**src/rtl/core/ret_pkg.sv**
```systemverilog
// Shared types and constants for the rule expression tokenizer.
// No dependencies; imported by every tokenizer module.
package ret_pkg;

  localparam int unsigned PosWidthDefault = 16;
  localparam int unsigned QueueDepth      = 4;

  // Token kinds.
  localparam logic [4:0] K_NUM   = 5'd0;
  localparam logic [4:0] K_STR   = 5'd1;
  localparam logic [4:0] K_BOOL  = 5'd2;
  localparam logic [4:0] K_ID    = 5'd3;
  localparam logic [4:0] K_ARROW = 5'd4;
  localparam logic [4:0] K_DOT   = 5'd5;
  localparam logic [4:0] K_PLUS  = 5'd6;
  localparam logic [4:0] K_MINUS = 5'd7;
  localparam logic [4:0] K_STAR  = 5'd8;
  localparam logic [4:0] K_SLASH = 5'd9;
  localparam logic [4:0] K_EQ    = 5'd10;
  localparam logic [4:0] K_NEQ   = 5'd11;
  localparam logic [4:0] K_LT    = 5'd12;
  localparam logic [4:0] K_LE    = 5'd13;
  localparam logic [4:0] K_GT    = 5'd14;
  localparam logic [4:0] K_GE    = 5'd15;
  localparam logic [4:0] K_AND   = 5'd16;
  localparam logic [4:0] K_OR    = 5'd17;
  localparam logic [4:0] K_NOT   = 5'd18;
  localparam logic [4:0] K_IN    = 5'd19;
  localparam logic [4:0] K_LP    = 5'd20;
  localparam logic [4:0] K_RP    = 5'd21;
  localparam logic [4:0] K_LB    = 5'd22;
  localparam logic [4:0] K_RB    = 5'd23;
  localparam logic [4:0] K_COMMA = 5'd24;
  localparam logic [4:0] K_END   = 5'd25;

  // Error codes.
  localparam logic [1:0] E_NONE  = 2'd0;
  localparam logic [1:0] E_CHAR  = 2'd1;
  localparam logic [1:0] E_UNTRM = 2'd2;
  localparam logic [1:0] E_LONG  = 2'd3;

  // Pending operator codes.
  localparam logic [2:0] OP_NONE = 3'd0;
  localparam logic [2:0] OP_GT   = 3'd1;
  localparam logic [2:0] OP_LT   = 3'd2;
  localparam logic [2:0] OP_BANG = 3'd3;
  localparam logic [2:0] OP_EQ   = 3'd4;
  localparam logic [2:0] OP_DASH = 3'd5;

  // Keyword tracker codes: table index, none, all.
  localparam logic [3:0] KW_TRUE  = 4'd0;
  localparam logic [3:0] KW_FALSE = 4'd1;
  localparam logic [3:0] KW_AND   = 4'd2;
  localparam logic [3:0] KW_OR    = 4'd3;
  localparam logic [3:0] KW_NOT   = 4'd4;
  localparam logic [3:0] KW_IN    = 4'd5;
  localparam logic [3:0] KW_NONE  = 4'd14;
  localparam logic [3:0] KW_ALL   = 4'd15;

  typedef struct packed {
    logic [7:0] char_code;
    logic       end_of_source;
  } in_item_t;

  typedef struct packed {
    logic [4:0]  token_kind;
    logic [15:0] token_start;
    logic [15:0] token_length;
    logic [1:0]  error_code;
    logic [15:0] error_position;
    logic        last_in_run;
  } out_item_t;

  // Up to three results caused by one byte.
  typedef struct packed {
    logic [1:0] count;
    out_item_t  r0;
    out_item_t  r1;
    out_item_t  r2;
  } run_t;

  // Keyword character at offset, or 0 past its end.
  function automatic logic [7:0] kw_char(input logic [3:0] k, input logic [2:0] off);
    logic [39:0] s;
    begin
      case (k)
        KW_TRUE:  s = {"true", 8'h00};
        KW_FALSE: s = "false";
        KW_AND:   s = {"AND", 16'h0};
        KW_OR:    s = {"OR", 24'h0};
        KW_NOT:   s = {"NOT", 16'h0};
        KW_IN:    s = {"IN", 24'h0};
        default:  s = '0;
      endcase
      case (off)
        3'd0:    kw_char = s[39:32];
        3'd1:    kw_char = s[31:24];
        3'd2:    kw_char = s[23:16];
        3'd3:    kw_char = s[15:8];
        3'd4:    kw_char = s[7:0];
        default: kw_char = 8'h00;
      endcase
    end
  endfunction

  function automatic logic [2:0] kw_len(input logic [3:0] k);
    case (k)
      KW_TRUE:  kw_len = 3'd4;
      KW_FALSE: kw_len = 3'd5;
      KW_AND:   kw_len = 3'd3;
      KW_OR:    kw_len = 3'd2;
      KW_NOT:   kw_len = 3'd3;
      KW_IN:    kw_len = 3'd2;
      default:  kw_len = 3'd0;
    endcase
  endfunction

  function automatic logic [4:0] kw_kind(input logic [3:0] k);
    case (k)
      KW_TRUE:  kw_kind = K_BOOL;
      KW_FALSE: kw_kind = K_BOOL;
      KW_AND:   kw_kind = K_AND;
      KW_OR:    kw_kind = K_OR;
      KW_NOT:   kw_kind = K_NOT;
      KW_IN:    kw_kind = K_IN;
      default:  kw_kind = K_ID;
    endcase
  endfunction

endpackage

```
**src/rtl/core/ret_front.sv**
```systemverilog
// Tokenizer front: accepts bytes, runs the scanner state and forms result runs.
// Depends on ret_pkg.
module ret_front #(
  parameter int unsigned POS_WIDTH = ret_pkg::PosWidthDefault
) (
  input  logic              clk,
  input  logic              rst_n,
  input  logic              in_valid,
  output logic              in_stall,
  input  ret_pkg::in_item_t in_data,
  output logic              run_valid,
  input  logic              run_full,
  output ret_pkg::run_t     run_data
);
  import ret_pkg::*;

  typedef enum logic [6:0] {
    M_IDLE   = 7'b0000001,
    M_OP     = 7'b0000010,
    M_DOT    = 7'b0000100,
    M_INT    = 7'b0001000,
    M_FRAC   = 7'b0010000,
    M_IDENT  = 7'b0100000,
    M_STRING = 7'b1000000
  } mode_t;

  localparam logic [POS_WIDTH-1:0] PosMax = {POS_WIDTH{1'b1}};

  mode_t                mode_r, mode_nxt;
  logic [POS_WIDTH-1:0] pos_r, pos_nxt;
  logic [POS_WIDTH-1:0] beg_r, beg_nxt;
  logic [2:0]           op_r, op_nxt;
  logic [3:0]           kw_r, kw_nxt;
  logic                 dq_r, dq_nxt;
  logic                 dotp_r, dotp_nxt;
  logic                 err_r, err_nxt;

  logic       acc;
  logic [7:0] c;
  logic       eos;
  logic       dig, alp, idc, spc;
  run_t       run;

  assign in_stall  = run_full;
  assign acc       = in_valid && !run_full;
  assign c         = in_data.char_code;
  assign eos       = in_data.end_of_source;
  assign dig       = (c >= "0") && (c <= "9");
  assign alp       = ((c >= "A") && (c <= "Z")) || ((c >= "a") && (c <= "z"));
  assign idc       = alp || dig || (c == "_");
  assign spc       = (c == " ") || ((c >= 8'd9) && (c <= 8'd13));
  assign run_valid = acc && (run.count != 2'd0);
  assign run_data  = run;

  // Step the scanner for one accepted item and collect its results.
  always_comb begin
    logic [POS_WIDTH-1:0] p, tb;
    logic [2:0]           off;
    logic                 consumed;
    out_item_t            it;
    mode_nxt = mode_r;
    pos_nxt  = pos_r;
    beg_nxt  = beg_r;
    op_nxt   = op_r;
    kw_nxt   = kw_r;
    dq_nxt   = dq_r;
    dotp_nxt = dotp_r;
    err_nxt  = err_r;
    run      = '0;
    p        = pos_r;
    tb       = beg_r;
    off      = (p - tb > POS_WIDTH'(7)) ? 3'd7 : 3'((p - tb));
    consumed = 1'b0;
    it       = '0;

    if (eos) begin
      if (!err_r) begin
        case (mode_r)
          M_OP: begin
            case (op_r)
              OP_GT:   begin it.token_kind = K_GT; it.token_length = 16'd1; end
              OP_LT:   begin it.token_kind = K_LT; it.token_length = 16'd1; end
              OP_DASH: begin it.token_kind = K_MINUS; it.token_length = 16'd1; end
              default: begin it.error_code = E_CHAR; it.error_position = 16'(tb); end
            endcase
            if (it.error_code == E_NONE) it.token_start = 16'(tb);
            run.r0 = it; run.count = 2'd1;
          end
          M_DOT: begin
            it.token_kind = K_DOT; it.token_start = 16'(tb); it.token_length = 16'd1;
            run.r0 = it; run.count = 2'd1;
          end
          M_INT: begin
            if (dotp_r) begin
              it.token_kind = K_NUM; it.token_start = 16'(tb);
              it.token_length = 16'(p - 1'b1 - tb);
              run.r0 = it;
              it.token_kind = K_DOT; it.token_start = 16'(p - 1'b1);
              it.token_length = 16'd1;
              run.r1 = it; run.count = 2'd2;
            end else begin
              it.token_kind = K_NUM; it.token_start = 16'(tb);
              it.token_length = 16'(p - tb);
              run.r0 = it; run.count = 2'd1;
            end
          end
          M_FRAC: begin
            it.token_kind = K_NUM; it.token_start = 16'(tb); it.token_length = 16'(p - tb);
            run.r0 = it; run.count = 2'd1;
          end
          M_IDENT: begin
            it.token_kind = (kw_r < 4'd6 && 3'((p - tb)) == kw_len(kw_r) && (p - tb) < 8)
                            ? kw_kind(kw_r) : K_ID;
            it.token_start = 16'(tb); it.token_length = 16'(p - tb);
            run.r0 = it; run.count = 2'd1;
          end
          M_STRING: begin
            it.error_code = E_UNTRM; it.error_position = 16'(tb);
            run.r0 = it; run.count = 2'd1;
          end
          default: ;
        endcase
        if (!(run.count == 2'd1 && run.r0.error_code != E_NONE)) begin
          it = '0;
          it.token_kind = K_END; it.token_start = 16'(p);
          if (run.count == 2'd0) run.r0 = it;
          else if (run.count == 2'd1) run.r1 = it;
          else run.r2 = it;
          run.count = run.count + 2'd1;
        end
      end
      mode_nxt = M_IDLE; pos_nxt = '0; beg_nxt = '0; op_nxt = OP_NONE;
      kw_nxt = KW_ALL; dq_nxt = 1'b0; dotp_nxt = 1'b0; err_nxt = 1'b0;
    end else if (!err_r) begin
      if (p == PosMax) begin
        it.error_code = E_LONG; it.error_position = 16'(p);
        run.r0 = it; run.count = 2'd1;
        err_nxt = 1'b1; mode_nxt = M_IDLE;
      end else begin
        pos_nxt = p + 1'b1;
        // Resolve the pending token against this byte.
        case (mode_r)
          M_OP: begin
            mode_nxt = M_IDLE; op_nxt = OP_NONE; kw_nxt = KW_ALL; dotp_nxt = 1'b0;
            it.token_start = 16'(tb);
            case (op_r)
              OP_GT: begin
                consumed = (c == "=");
                it.token_kind = consumed ? K_GE : K_GT;
              end
              OP_LT: begin
                consumed = (c == "=");
                it.token_kind = consumed ? K_LE : K_LT;
              end
              OP_DASH: begin
                consumed = (c == ">");
                it.token_kind = consumed ? K_ARROW : K_MINUS;
              end
              default: begin
                consumed = 1'b1;
                if (c == "=") begin
                  it.token_kind = (op_r == OP_BANG) ? K_NEQ : K_EQ;
                end else begin
                  it = '0; it.error_code = E_CHAR; it.error_position = 16'(tb);
                  err_nxt = 1'b1;
                end
              end
            endcase
            if (it.error_code == E_NONE) it.token_length = consumed ? 16'd2 : 16'd1;
            run.r0 = it; run.count = 2'd1;
          end
          M_DOT: begin
            if (dig) begin
              consumed = 1'b1; mode_nxt = M_FRAC;
            end else begin
              mode_nxt = M_IDLE; op_nxt = OP_NONE; kw_nxt = KW_ALL; dotp_nxt = 1'b0;
              it.token_kind = K_DOT; it.token_start = 16'(tb); it.token_length = 16'd1;
              run.r0 = it; run.count = 2'd1;
            end
          end
          M_INT: begin
            if (dotp_r) begin
              if (dig) begin
                consumed = 1'b1; dotp_nxt = 1'b0; mode_nxt = M_FRAC;
              end else begin
                mode_nxt = M_IDLE; op_nxt = OP_NONE; kw_nxt = KW_ALL; dotp_nxt = 1'b0;
                it.token_kind = K_NUM; it.token_start = 16'(tb);
                it.token_length = 16'(p - 1'b1 - tb);
                run.r0 = it;
                it.token_kind = K_DOT; it.token_start = 16'(p - 1'b1);
                it.token_length = 16'd1;
                run.r1 = it; run.count = 2'd2;
              end
            end else if (dig) begin
              consumed = 1'b1;
            end else if (c == ".") begin
              consumed = 1'b1; dotp_nxt = 1'b1;
            end else begin
              mode_nxt = M_IDLE; op_nxt = OP_NONE; kw_nxt = KW_ALL; dotp_nxt = 1'b0;
              it.token_kind = K_NUM; it.token_start = 16'(tb);
              it.token_length = 16'(p - tb);
              run.r0 = it; run.count = 2'd1;
            end
          end
          M_FRAC: begin
            if (dig) begin
              consumed = 1'b1;
            end else begin
              mode_nxt = M_IDLE; op_nxt = OP_NONE; kw_nxt = KW_ALL; dotp_nxt = 1'b0;
              it.token_kind = K_NUM; it.token_start = 16'(tb);
              it.token_length = 16'(p - tb);
              run.r0 = it; run.count = 2'd1;
            end
          end
          M_IDENT: begin
            if (idc) begin
              consumed = 1'b1;
              if (kw_r < 4'd6) begin
                if ((p - tb) >= 8 || off >= kw_len(kw_r) || kw_char(kw_r, off) != c)
                  kw_nxt = KW_NONE;
              end
            end else begin
              it.token_kind = (kw_r < 4'd6 && (p - tb) < 8 && off == kw_len(kw_r))
                              ? kw_kind(kw_r) : K_ID;
              it.token_start = 16'(tb); it.token_length = 16'(p - tb);
              run.r0 = it; run.count = 2'd1;
              mode_nxt = M_IDLE; op_nxt = OP_NONE; kw_nxt = KW_ALL; dotp_nxt = 1'b0;
            end
          end
          M_STRING: begin
            consumed = 1'b1;
            if (c == (dq_r ? 8'h22 : 8'h27)) begin
              it.token_kind = K_STR; it.token_start = 16'(tb);
              it.token_length = 16'(p - tb - 1'b1);
              run.r0 = it; run.count = 2'd1;
              mode_nxt = M_IDLE; op_nxt = OP_NONE; kw_nxt = KW_ALL; dotp_nxt = 1'b0;
            end
          end
          default: ;
        endcase
        // Start a new token with an unconsumed byte.
        if (!consumed) begin
          it = '0;
          beg_nxt = p;
          it.token_start = 16'(p); it.token_length = 16'd1;
          if (!spc) begin
            case (c)
              ">": begin mode_nxt = M_OP; op_nxt = OP_GT; end
              "<": begin mode_nxt = M_OP; op_nxt = OP_LT; end
              "!": begin mode_nxt = M_OP; op_nxt = OP_BANG; end
              "=": begin mode_nxt = M_OP; op_nxt = OP_EQ; end
              "-": begin mode_nxt = M_OP; op_nxt = OP_DASH; end
              ".": mode_nxt = M_DOT;
              8'h22, 8'h27: begin mode_nxt = M_STRING; dq_nxt = (c == 8'h22); end
              "+", "*", "/", "(", ")", "[", "]", ",": begin
                case (c)
                  "+":     it.token_kind = K_PLUS;
                  "*":     it.token_kind = K_STAR;
                  "/":     it.token_kind = K_SLASH;
                  "(":     it.token_kind = K_LP;
                  ")":     it.token_kind = K_RP;
                  "[":     it.token_kind = K_LB;
                  "]":     it.token_kind = K_RB;
                  default: it.token_kind = K_COMMA;
                endcase
                if (run.count == 2'd0) run.r0 = it;
                else if (run.count == 2'd1) run.r1 = it;
                else run.r2 = it;
                run.count = run.count + 2'd1;
              end
              default: begin
                if (dig) begin
                  mode_nxt = M_INT; dotp_nxt = 1'b0;
                end else if (alp || c == "_") begin
                  mode_nxt = M_IDENT;
                  kw_nxt = KW_NONE;
                  case (c)
                    "t": kw_nxt = KW_TRUE;
                    "f": kw_nxt = KW_FALSE;
                    "A": kw_nxt = KW_AND;
                    "O": kw_nxt = KW_OR;
                    "N": kw_nxt = KW_NOT;
                    "I": kw_nxt = KW_IN;
                    default: ;
                  endcase
                end else begin
                  it = '0; it.error_code = E_CHAR; it.error_position = 16'(p);
                  err_nxt = 1'b1; mode_nxt = M_IDLE;
                  if (run.count == 2'd0) run.r0 = it;
                  else if (run.count == 2'd1) run.r1 = it;
                  else run.r2 = it;
                  run.count = run.count + 2'd1;
                end
              end
            endcase
          end
        end
      end
    end
    // Mark the last result of the run.
    case (run.count)
      2'd1:    run.r0.last_in_run = 1'b1;
      2'd2:    run.r1.last_in_run = 1'b1;
      2'd3:    run.r2.last_in_run = 1'b1;
      default: ;
    endcase
  end

  // Advance the scanner on each accepted item.
  always_ff @(posedge clk) begin
    if (!rst_n) begin
      mode_r <= M_IDLE; pos_r <= '0; beg_r <= '0; op_r <= OP_NONE;
      kw_r <= KW_ALL; dq_r <= 1'b0; dotp_r <= 1'b0; err_r <= 1'b0;
    end else if (acc) begin
      mode_r <= mode_nxt; pos_r <= pos_nxt; beg_r <= beg_nxt; op_r <= op_nxt;
      kw_r <= kw_nxt; dq_r <= dq_nxt; dotp_r <= dotp_nxt; err_r <= err_nxt;
    end
  end

endmodule

```
**src/rtl/core/ret_queue.sv**
```systemverilog
// Short run queue between the tokenizer front and back.
// Depends on ret_pkg.
module ret_queue (
  input  logic          clk,
  input  logic          rst_n,
  input  logic          wr_valid,
  output logic          full,
  input  ret_pkg::run_t wr_data,
  output logic          rd_valid,
  input  logic          rd_take,
  output ret_pkg::run_t rd_data
);
  import ret_pkg::*;

  localparam int unsigned AW = $clog2(QueueDepth);

  run_t        mem [QueueDepth];
  logic [AW-1:0] wp_r, rp_r;
  logic [AW:0]   cnt_r;

  assign full     = (cnt_r == (AW+1)'(QueueDepth));
  assign rd_valid = (cnt_r != '0);
  assign rd_data  = mem[rp_r];

  // Store incoming runs.
  always_ff @(posedge clk) begin
    if (wr_valid && !full) mem[wp_r] <= wr_data;
  end

  // Advance pointers and the fill count.
  always_ff @(posedge clk) begin
    if (!rst_n) begin
      wp_r <= '0; rp_r <= '0; cnt_r <= '0;
    end else begin
      if (wr_valid && !full) wp_r <= wp_r + 1'b1;
      if (rd_take) rp_r <= rp_r + 1'b1;
      cnt_r <= cnt_r + (AW+1)'(wr_valid && !full) - (AW+1)'(rd_take);
    end
  end

endmodule

```
**src/rtl/core/ret_back.sv**
```systemverilog
// Tokenizer back: unpacks result runs into single results.
// Depends on ret_pkg.
module ret_back (
  input  logic               clk,
  input  logic               rst_n,
  input  logic               run_valid,
  input  ret_pkg::run_t      run_data,
  output logic               run_take,
  output logic               out_valid,
  input  logic               out_stall,
  output ret_pkg::out_item_t out_data
);
  import ret_pkg::*;

  logic [1:0] idx_r;
  logic       out_valid_r;
  out_item_t  out_r;
  logic       load;
  logic       last;
  out_item_t  sel;

  assign out_valid = out_valid_r;
  assign out_data  = out_r;
  assign load      = run_valid && (!out_valid_r || !out_stall);
  assign last      = (idx_r + 2'd1 == run_data.count);
  assign run_take  = load && last;

  always_comb begin
    case (idx_r)
      2'd0:    sel = run_data.r0;
      2'd1:    sel = run_data.r1;
      default: sel = run_data.r2;
    endcase
  end

  // Hold the output while stalled; step through the run otherwise.
  always_ff @(posedge clk) begin
    if (!rst_n) begin
      idx_r <= 2'd0; out_valid_r <= 1'b0;
    end else if (!out_valid_r || !out_stall) begin
      out_valid_r <= run_valid;
      if (run_valid) idx_r <= last ? 2'd0 : idx_r + 2'd1;
    end
  end

  always_ff @(posedge clk) begin
    if (load) out_r <= sel;
  end

endmodule

```
**src/rtl/core/rule_expression_tokenizer.sv**
```systemverilog
// Top level of the rule expression tokenizer.
// Depends on ret_pkg, ret_front, ret_queue and ret_back.
//
// Usage: feed one source byte per item on in_* (valid/stall); set
// end_of_source to close the text, which flushes any pending token, emits
// End unless an error ended the text, and returns the scanner to position 0. Tokens and errors leave on
// out_* as one item each; last_in_run marks the final result of a byte.
// Path: the first result of a byte passes through the run queue, then the
// output register. Throughput: one byte per cycle while in_stall is low; a
// byte causing two or three results occupies the output for each of them in
// turn, absorbed by a four-entry run queue. The queue fill sets when
// in_stall rises.
// Reset: rst_n low for one edge clears scanner state, queue and output.
// A stall on out_* holds the current result; bytes keep entering until the
// queue fills, then in_stall is raised.
module rule_expression_tokenizer #(
  parameter int unsigned POS_WIDTH = ret_pkg::PosWidthDefault
) (
  input  logic               clk,
  input  logic               rst_n,
  input  logic               in_valid,
  output logic               in_stall,
  input  ret_pkg::in_item_t  in_data,
  output logic               out_valid,
  input  logic               out_stall,
  output ret_pkg::out_item_t out_data
);
  import ret_pkg::*;

  logic run_valid, run_full, q_valid, q_take;
  run_t run_data, q_data;

  ret_front #(.POS_WIDTH(POS_WIDTH)) u_front (
    .clk, .rst_n, .in_valid, .in_stall, .in_data,
    .run_valid, .run_full, .run_data
  );

  ret_queue u_queue (
    .clk, .rst_n, .wr_valid(run_valid), .full(run_full), .wr_data(run_data),
    .rd_valid(q_valid), .rd_take(q_take), .rd_data(q_data)
  );

  ret_back u_back (
    .clk, .rst_n, .run_valid(q_valid), .run_data(q_data), .run_take(q_take),
    .out_valid, .out_stall, .out_data
  );

endmodule

```
**config.mk**
```make
export PLATFORM = sky130hd
export DESIGN_NAME = rule_expression_tokenizer
export DESIGN_NICKNAME = d
export VERILOG_FILES = /design/src/rtl/core/ret_pkg.sv /design/src/rtl/core/ret_front.sv /design/src/rtl/core/ret_queue.sv /design/src/rtl/core/ret_back.sv /design/src/rtl/core/rule_expression_tokenizer.sv
export SDC_FILE = /design/constraint.sdc
export NUM_CORES = 1
export LEC_CHECK = 0
export ABC_AREA = 1
export ABC_CLOCK_PERIOD_IN_PS = 13900
export BUFFER_PORTS_ARGS = -buffer_cell sky130_fd_sc_hd__buf_2
export CAP_MARGIN = 20
export CORE_MARGIN = 2
export CORE_UTILIZATION = 42
export CTS_CLUSTER_DIAMETER = 80
export CTS_CLUSTER_SIZE = 14
export DETAILED_ROUTE_END_ITERATION = 6
export GPL_TIMING_DRIVEN = 0
export SLEW_MARGIN = 10
export SYNTH_ARGS = -nofsm -noshare
export SYNTH_HDL_FRONTEND = slang
export SYNTH_SLANG_ARGS = --single-unit
```
**constraint.sdc**
```tcl
create_clock -name clk -period 13.9 [get_ports clk]
set_input_delay 2.78 -clock clk [delete_from_list [all_inputs] [get_ports clk]]
set_output_delay 2.78 -clock clk [all_outputs]
set_load 0.1 [all_outputs]
```
# == Yosys cells after proc, flatten, opt, wreduce, memory -nomap -nowiden ==
# Memory sizes are Yosys's and may differ from the RTL's. A register that Yosys moved wholly into a read port is not among the register bits.
# Cells that the tools add are included.
# totals
ramBits,680
inputBits,13
n_memories,1
regBits,115
# mem_list
name,words,width,rd,rd_clocked_by_memory_dff,write_ports,line,source
u_queue.mem,4,170,1,1,1,ret_queue.sv:17,run_t mem [QueueDepth];
# op_classes
n_lt_le_gt_ge,13
n_eq_ne,60
addsub,13
reduce_logical,52
mux,200
# ops
op,count
2-to-1 mux 170 bit,8
case mux 58 bit (6 select lines),2
2-to-1 mux 56 bit,11
2-to-1 mux 58 bit,9
2-to-1 mux 112 bit,4
case mux 170 bit (2 select lines),1
2-to-1 mux 51 bit,6
2-to-1 mux 57 bit,5
case mux 39 bit (6 select lines),1
2-to-1 mux 16 bit,9
== test 8 x 6 -> 1 bit (second input constant),15
2-to-1 mux 114 bit,1
case mux 56 bit (2 select lines),1
2-to-1 mux 7 bit,12
2-to-1 mux 3 bit,27
== test 8 x 7 -> 1 bit (second input constant),9
2-to-1 mux 18 bit,4
2-to-1 mux 4 bit,16
2-to-1 mux 54 bit,1
2-to-1 mux 1 bit,50
2-to-1 mux 8 bit,6
case mux 7 bit (6 select lines),1
case mux 8 bit (5 select lines),1
case mux 5 bit (7 select lines),1
69 further kinds,137

# == Logic depth before layout (Yosys ltp) ==
# depth
ltp_word,34
mapped_depth,35

# == Modules after synthesis ==
# Synthesis repeated with hierarchy kept, for this count alone.
# hier_totals
cells_unflattened,3904
hier_area_um2,39317.7
# modules_own_cells
mod,cells_each,seq_area_each_um2,area_per_inst_um2,n_inst
ret_queue,1707,20599.8,25727.2,1
ret_front,1921,980.9,10538.9,1
ret_back,276,1741.7,3051.7,1

# == Worst setup path after synthesis ==
# Ideal clock, no wire load.
# synth_timing
path_type,input to register
startpoint,in in_data[2] (netlist name)
endpoint,mem u_queue.mem[0][0] (netlist name) (enable)
stages,20
setup_time_ns,0.636
required_time_ns,13.264
arrival_time_ns,10.818
setup_slack_ns,2.446
cell_sequence,nor2_1 inv_1 nor2_1 o221ai_1 nand2_2 nand2_8 nor2_1 inv_2 nand2_1 nor2_1 ha_1 inv_1 o221ai_1 nand3_1 o21ai_1 o21a_1 inv_2 a21oi_4 inv_4 nor2_1
# synth_lines
item,line,source
"start, declared",rule_expression_tokenizer.sv:23,"input ret_pkg::in_item_t in_data,"
"end, declared",ret_queue.sv:17,

==> metrics.md <==
| Metric | Value |
|---|---|
| Status | finished, violations left |
| Failing checks | DRC |
| Final Cycle Share | 57.37% |
| Power per Cell Area | 169.3 mW/mm2 |
| Seq/Total Area, Yosys | 57.98% |
| Antenna violations before repair | 2 |
| Design Area, Final | 0.03751 mm2 |
| PostCTS Resize Cnt | 0 |
| Combinational family with the most area after synthesis | simple AND/OR/NAND/NOR gates |
| Initial DRC Count | 3476 |
| CP Max Fanout | 23 |
| Crit Path Class | in -> reg |
| Final slew viol count | 0 |
| Worst-Margin Slew | 1.230 ns |
| Final Net Count | 3805 |
| Maxcap violations | 0 |
| CP max-delay cell | nor2_4 |
| Required @ worst endpoint | 14.21 ns |
| Max Fclk | 0.1254 GHz |
| Placer congestion estimate | 1.019 |
| XOR/XNOR share of the synthesized area | 0.6518% |
| DR WL/cell | 24.61 um |
| Largest net degree at the start of global routing | 26 |
| Synth Flop Type | edfxtp_1 |
| Die Width | 286.8 um |
| # setup viols final | 0 |
| Initial Util | 42.46% |
| Layout cell share with drive strength beyond 1 | 7.023% |
| I/O Buffers | 69 |
| Most used cell, CP | inv_2 |
| CTS clk-pin slew, worst paths | 0.07 ns |
| Netlist Area Pre-Place | 0.03359 mm2 |
| Relative slew slack | 17.98% |
| Syn. warnings | 0 |
| Fillers | 7552 |
| Max Root-Sink Buffers | 3 |
| CTS tree | done |
| Routed vias | 28014 |
| Worst Setup Start Kind | input pin |
| Final Util | 47.41% |
| # rows | 103 |
| Post-DP HPWL | 87.81 mm |
| Antenna-violating nets left | 0 |
| Max H-tree Level | 2 |
| Post-synth EDFFs | 608 |
| Mux contribution to synthesized area | 0% |
| Total GRT Usage | 28.33% |
| Worst skew pair latency | 0.62 ns |
| Core area | 0.07913 mm2 |
| Tightest hold margin | 0.4907 ns |
| 1st-pass router iterations | 7 |
| Number of global-route vias before repair | 26096 |
| Num ports | 71 |
| Chip Height | 286.8 um |
| Clock tree sinks | 669 |
| Skew final | 0.02124 ns |
| Sum Neg Setup Slack | 0 ns |
| Most common cell after layout, fill and taps aside | edfxtp_1 |
| Post-CTS Repair Setup Buffers | 0 |
| Final Hold Viols | 0 |
| Detailed-route DRC error count | 1 |
| CTS Buf Count | 55 |
| Dpl ws | 5.513 ns |
| Synthesis-to-finish area growth | 11.66% |
| Crit end category | flop |
| Mean Syn Cell Area | 9.389 um2 |
| Leak | 0.01358 uW |
| Post-synthesis instance total | 3578 |
| First-pass GRT wire length | 172.1 mm |
| Synth Register Bits | 669 |
| DP Area | 0.03596 mm2 |
| Setup ws final | 5.925 ns |
| Post-synth cell types | 69 |
| Hold Buf Count CTS | 0 |
| Unrepaired setup endpoints after global routing | false |
| Compound-cell area share of the yosys netlist | 15.05% |
| Die ar. | 0.08227 mm2 |
| Grt ovf | 0 |
| Synth async-reset ratio | 0% |
| HP Class | reg -> reg |
| Total wire length | 118.4 mm |
| Highest-count cells in the layout ignoring fill and taps | edfxtp_1, nor2_1, nand2_1, o21ai_0, inv_1 |
| Max VDD drop | 0.0001676 V |
| Synth Area in Simple Gates | 18.28% |
| Post-synthesis net count | 3646 |
| Post-layout min period | 7.975 ns |
| CTS Root Cell | clkbuf_16 |
| DR vias/cell | 5.824 |
| Slowest Stage Delay on Critical Path | 0.58 ns |
| Post-Synth Adder-Cell Area | 2.115% |
| Crit path DAT | 8.29 ns |
## metal layers
| layer | GRT usage, % | share of wire, % | vias up |
|---|---|---|---|
| li1 | - | - | 12911 |
| met1 | 39.63 | 42 | 13600 |
| met2 | 44.86 | 45 | 1278 |
| met3 | 3.627 | 8.0 | 221 |
| met4 | 11.33 | 4.4 | 4 |
| met5 | 0 | 0.019 | - |
## synth_stat cells (17+ instances only)
library cell,instances,area share (%)
o21ai_0,380,5.7
dfxtp_1,61,3.6
ha_1,52,1.9
a31oi_1,17,0.32
nand3_1,166,2.5
nor2_1,581,6.5
edfxtp_1,608,54
a211oi_1,23,0.51
inv_2,28,0.31
inv_1,284,3.2
xor2_1,19,0.50
nand2_1,534,6.0
o22ai_1,141,2.6
nor3_1,50,0.74
clkbuf_1,158,1.8
a21oi_1,178,2.7
nand4_1,68,1.3
## cell families (layout without fill, tap and decap cells)
group / Yosys count / count (layout)
XOR/XNOR: 25 / 25
adder cells (fa/ha/maj): 55 / 55
buffers and inverters: 518 / 699
other: 0 / 1
flip-flops: 669 / 669
AO/OA/AOI/OAI: 861 / 861
AND/OR/NAND/NOR: 1450 / 1450
## worst max-delay path: cells and delay by family
kind	cells	cell delay (ns)
and+or+nand+nor	8	1.66
AOI/OAI and AO/OA	5	1.38
buffers and inverters	15	2.15
adders and majority gates	1	0.22
## worst paths after layout
check	startpoint	endpoint	slack, ns	cells past startpoint
max	in_data[4]	u_queue.mem[0][119]	5.92	29
min	u_queue.rp_r[1]	u_queue.rp_r[1]	0.49	2
max reg2reg	u_front.mode_r[4]	u_queue.mem[0][119]	6.98	25
min reg2reg	u_queue.rp_r[1]	u_queue.rp_r[1]	0.49	2
## metrics by stage
step           total power [uW]  std cells
2_1_floorplan              4276       3578
3_3_place_gp               4933       4697
6_report                   6352       4810
5_1_grt                    6615       4809
3_5_place_dp               4930       4729
4_1_cts                    6350       4808
## power by group
part           total [uW]  internal, uW  switching [uW]
registers            2610          2540            69.4
logic                2300           485            1820
clock network        1440           746             695
## area by class of cell
class	count	area [um2]	share of cell area (%)
flip-flops and latches	669	19480	51.92
multi-input cells	2391	12180	32.46
clock buffers	74	1500	3.999
well taps	1050	1314	3.502
inverters	329	1237	3.299
repair buffers	102	1010	2.692
plain buffers	189	752.0	2.005
clock inverters	5	41.29	0.1101
diodes	1	2.502	0.006671
## flip-flops by register name (all words and copies together), names as in the netlist, named ones only
| register | cells |
|---|---|
| u_queue.mem | 552 |
| u_back.out_data | 56 |
| u_front.beg_r | 16 |
| u_front.pos_r | 16 |
| u_front.mode_r | 7 |
| u_front.kw_r | 4 |
| u_front.op_r | 3 |
| u_queue.cnt_r | 3 |
| u_back.idx_r | 2 |
| u_queue.rp_r | 2 |
| u_queue.wp_r | 2 |
| u_back.out_valid | 1 |
| u_front.dotp_r | 1 |
| u_front.dq_r | 1 |
| u_front.err_r | 1 |
(Power assumes the default switching activity.)
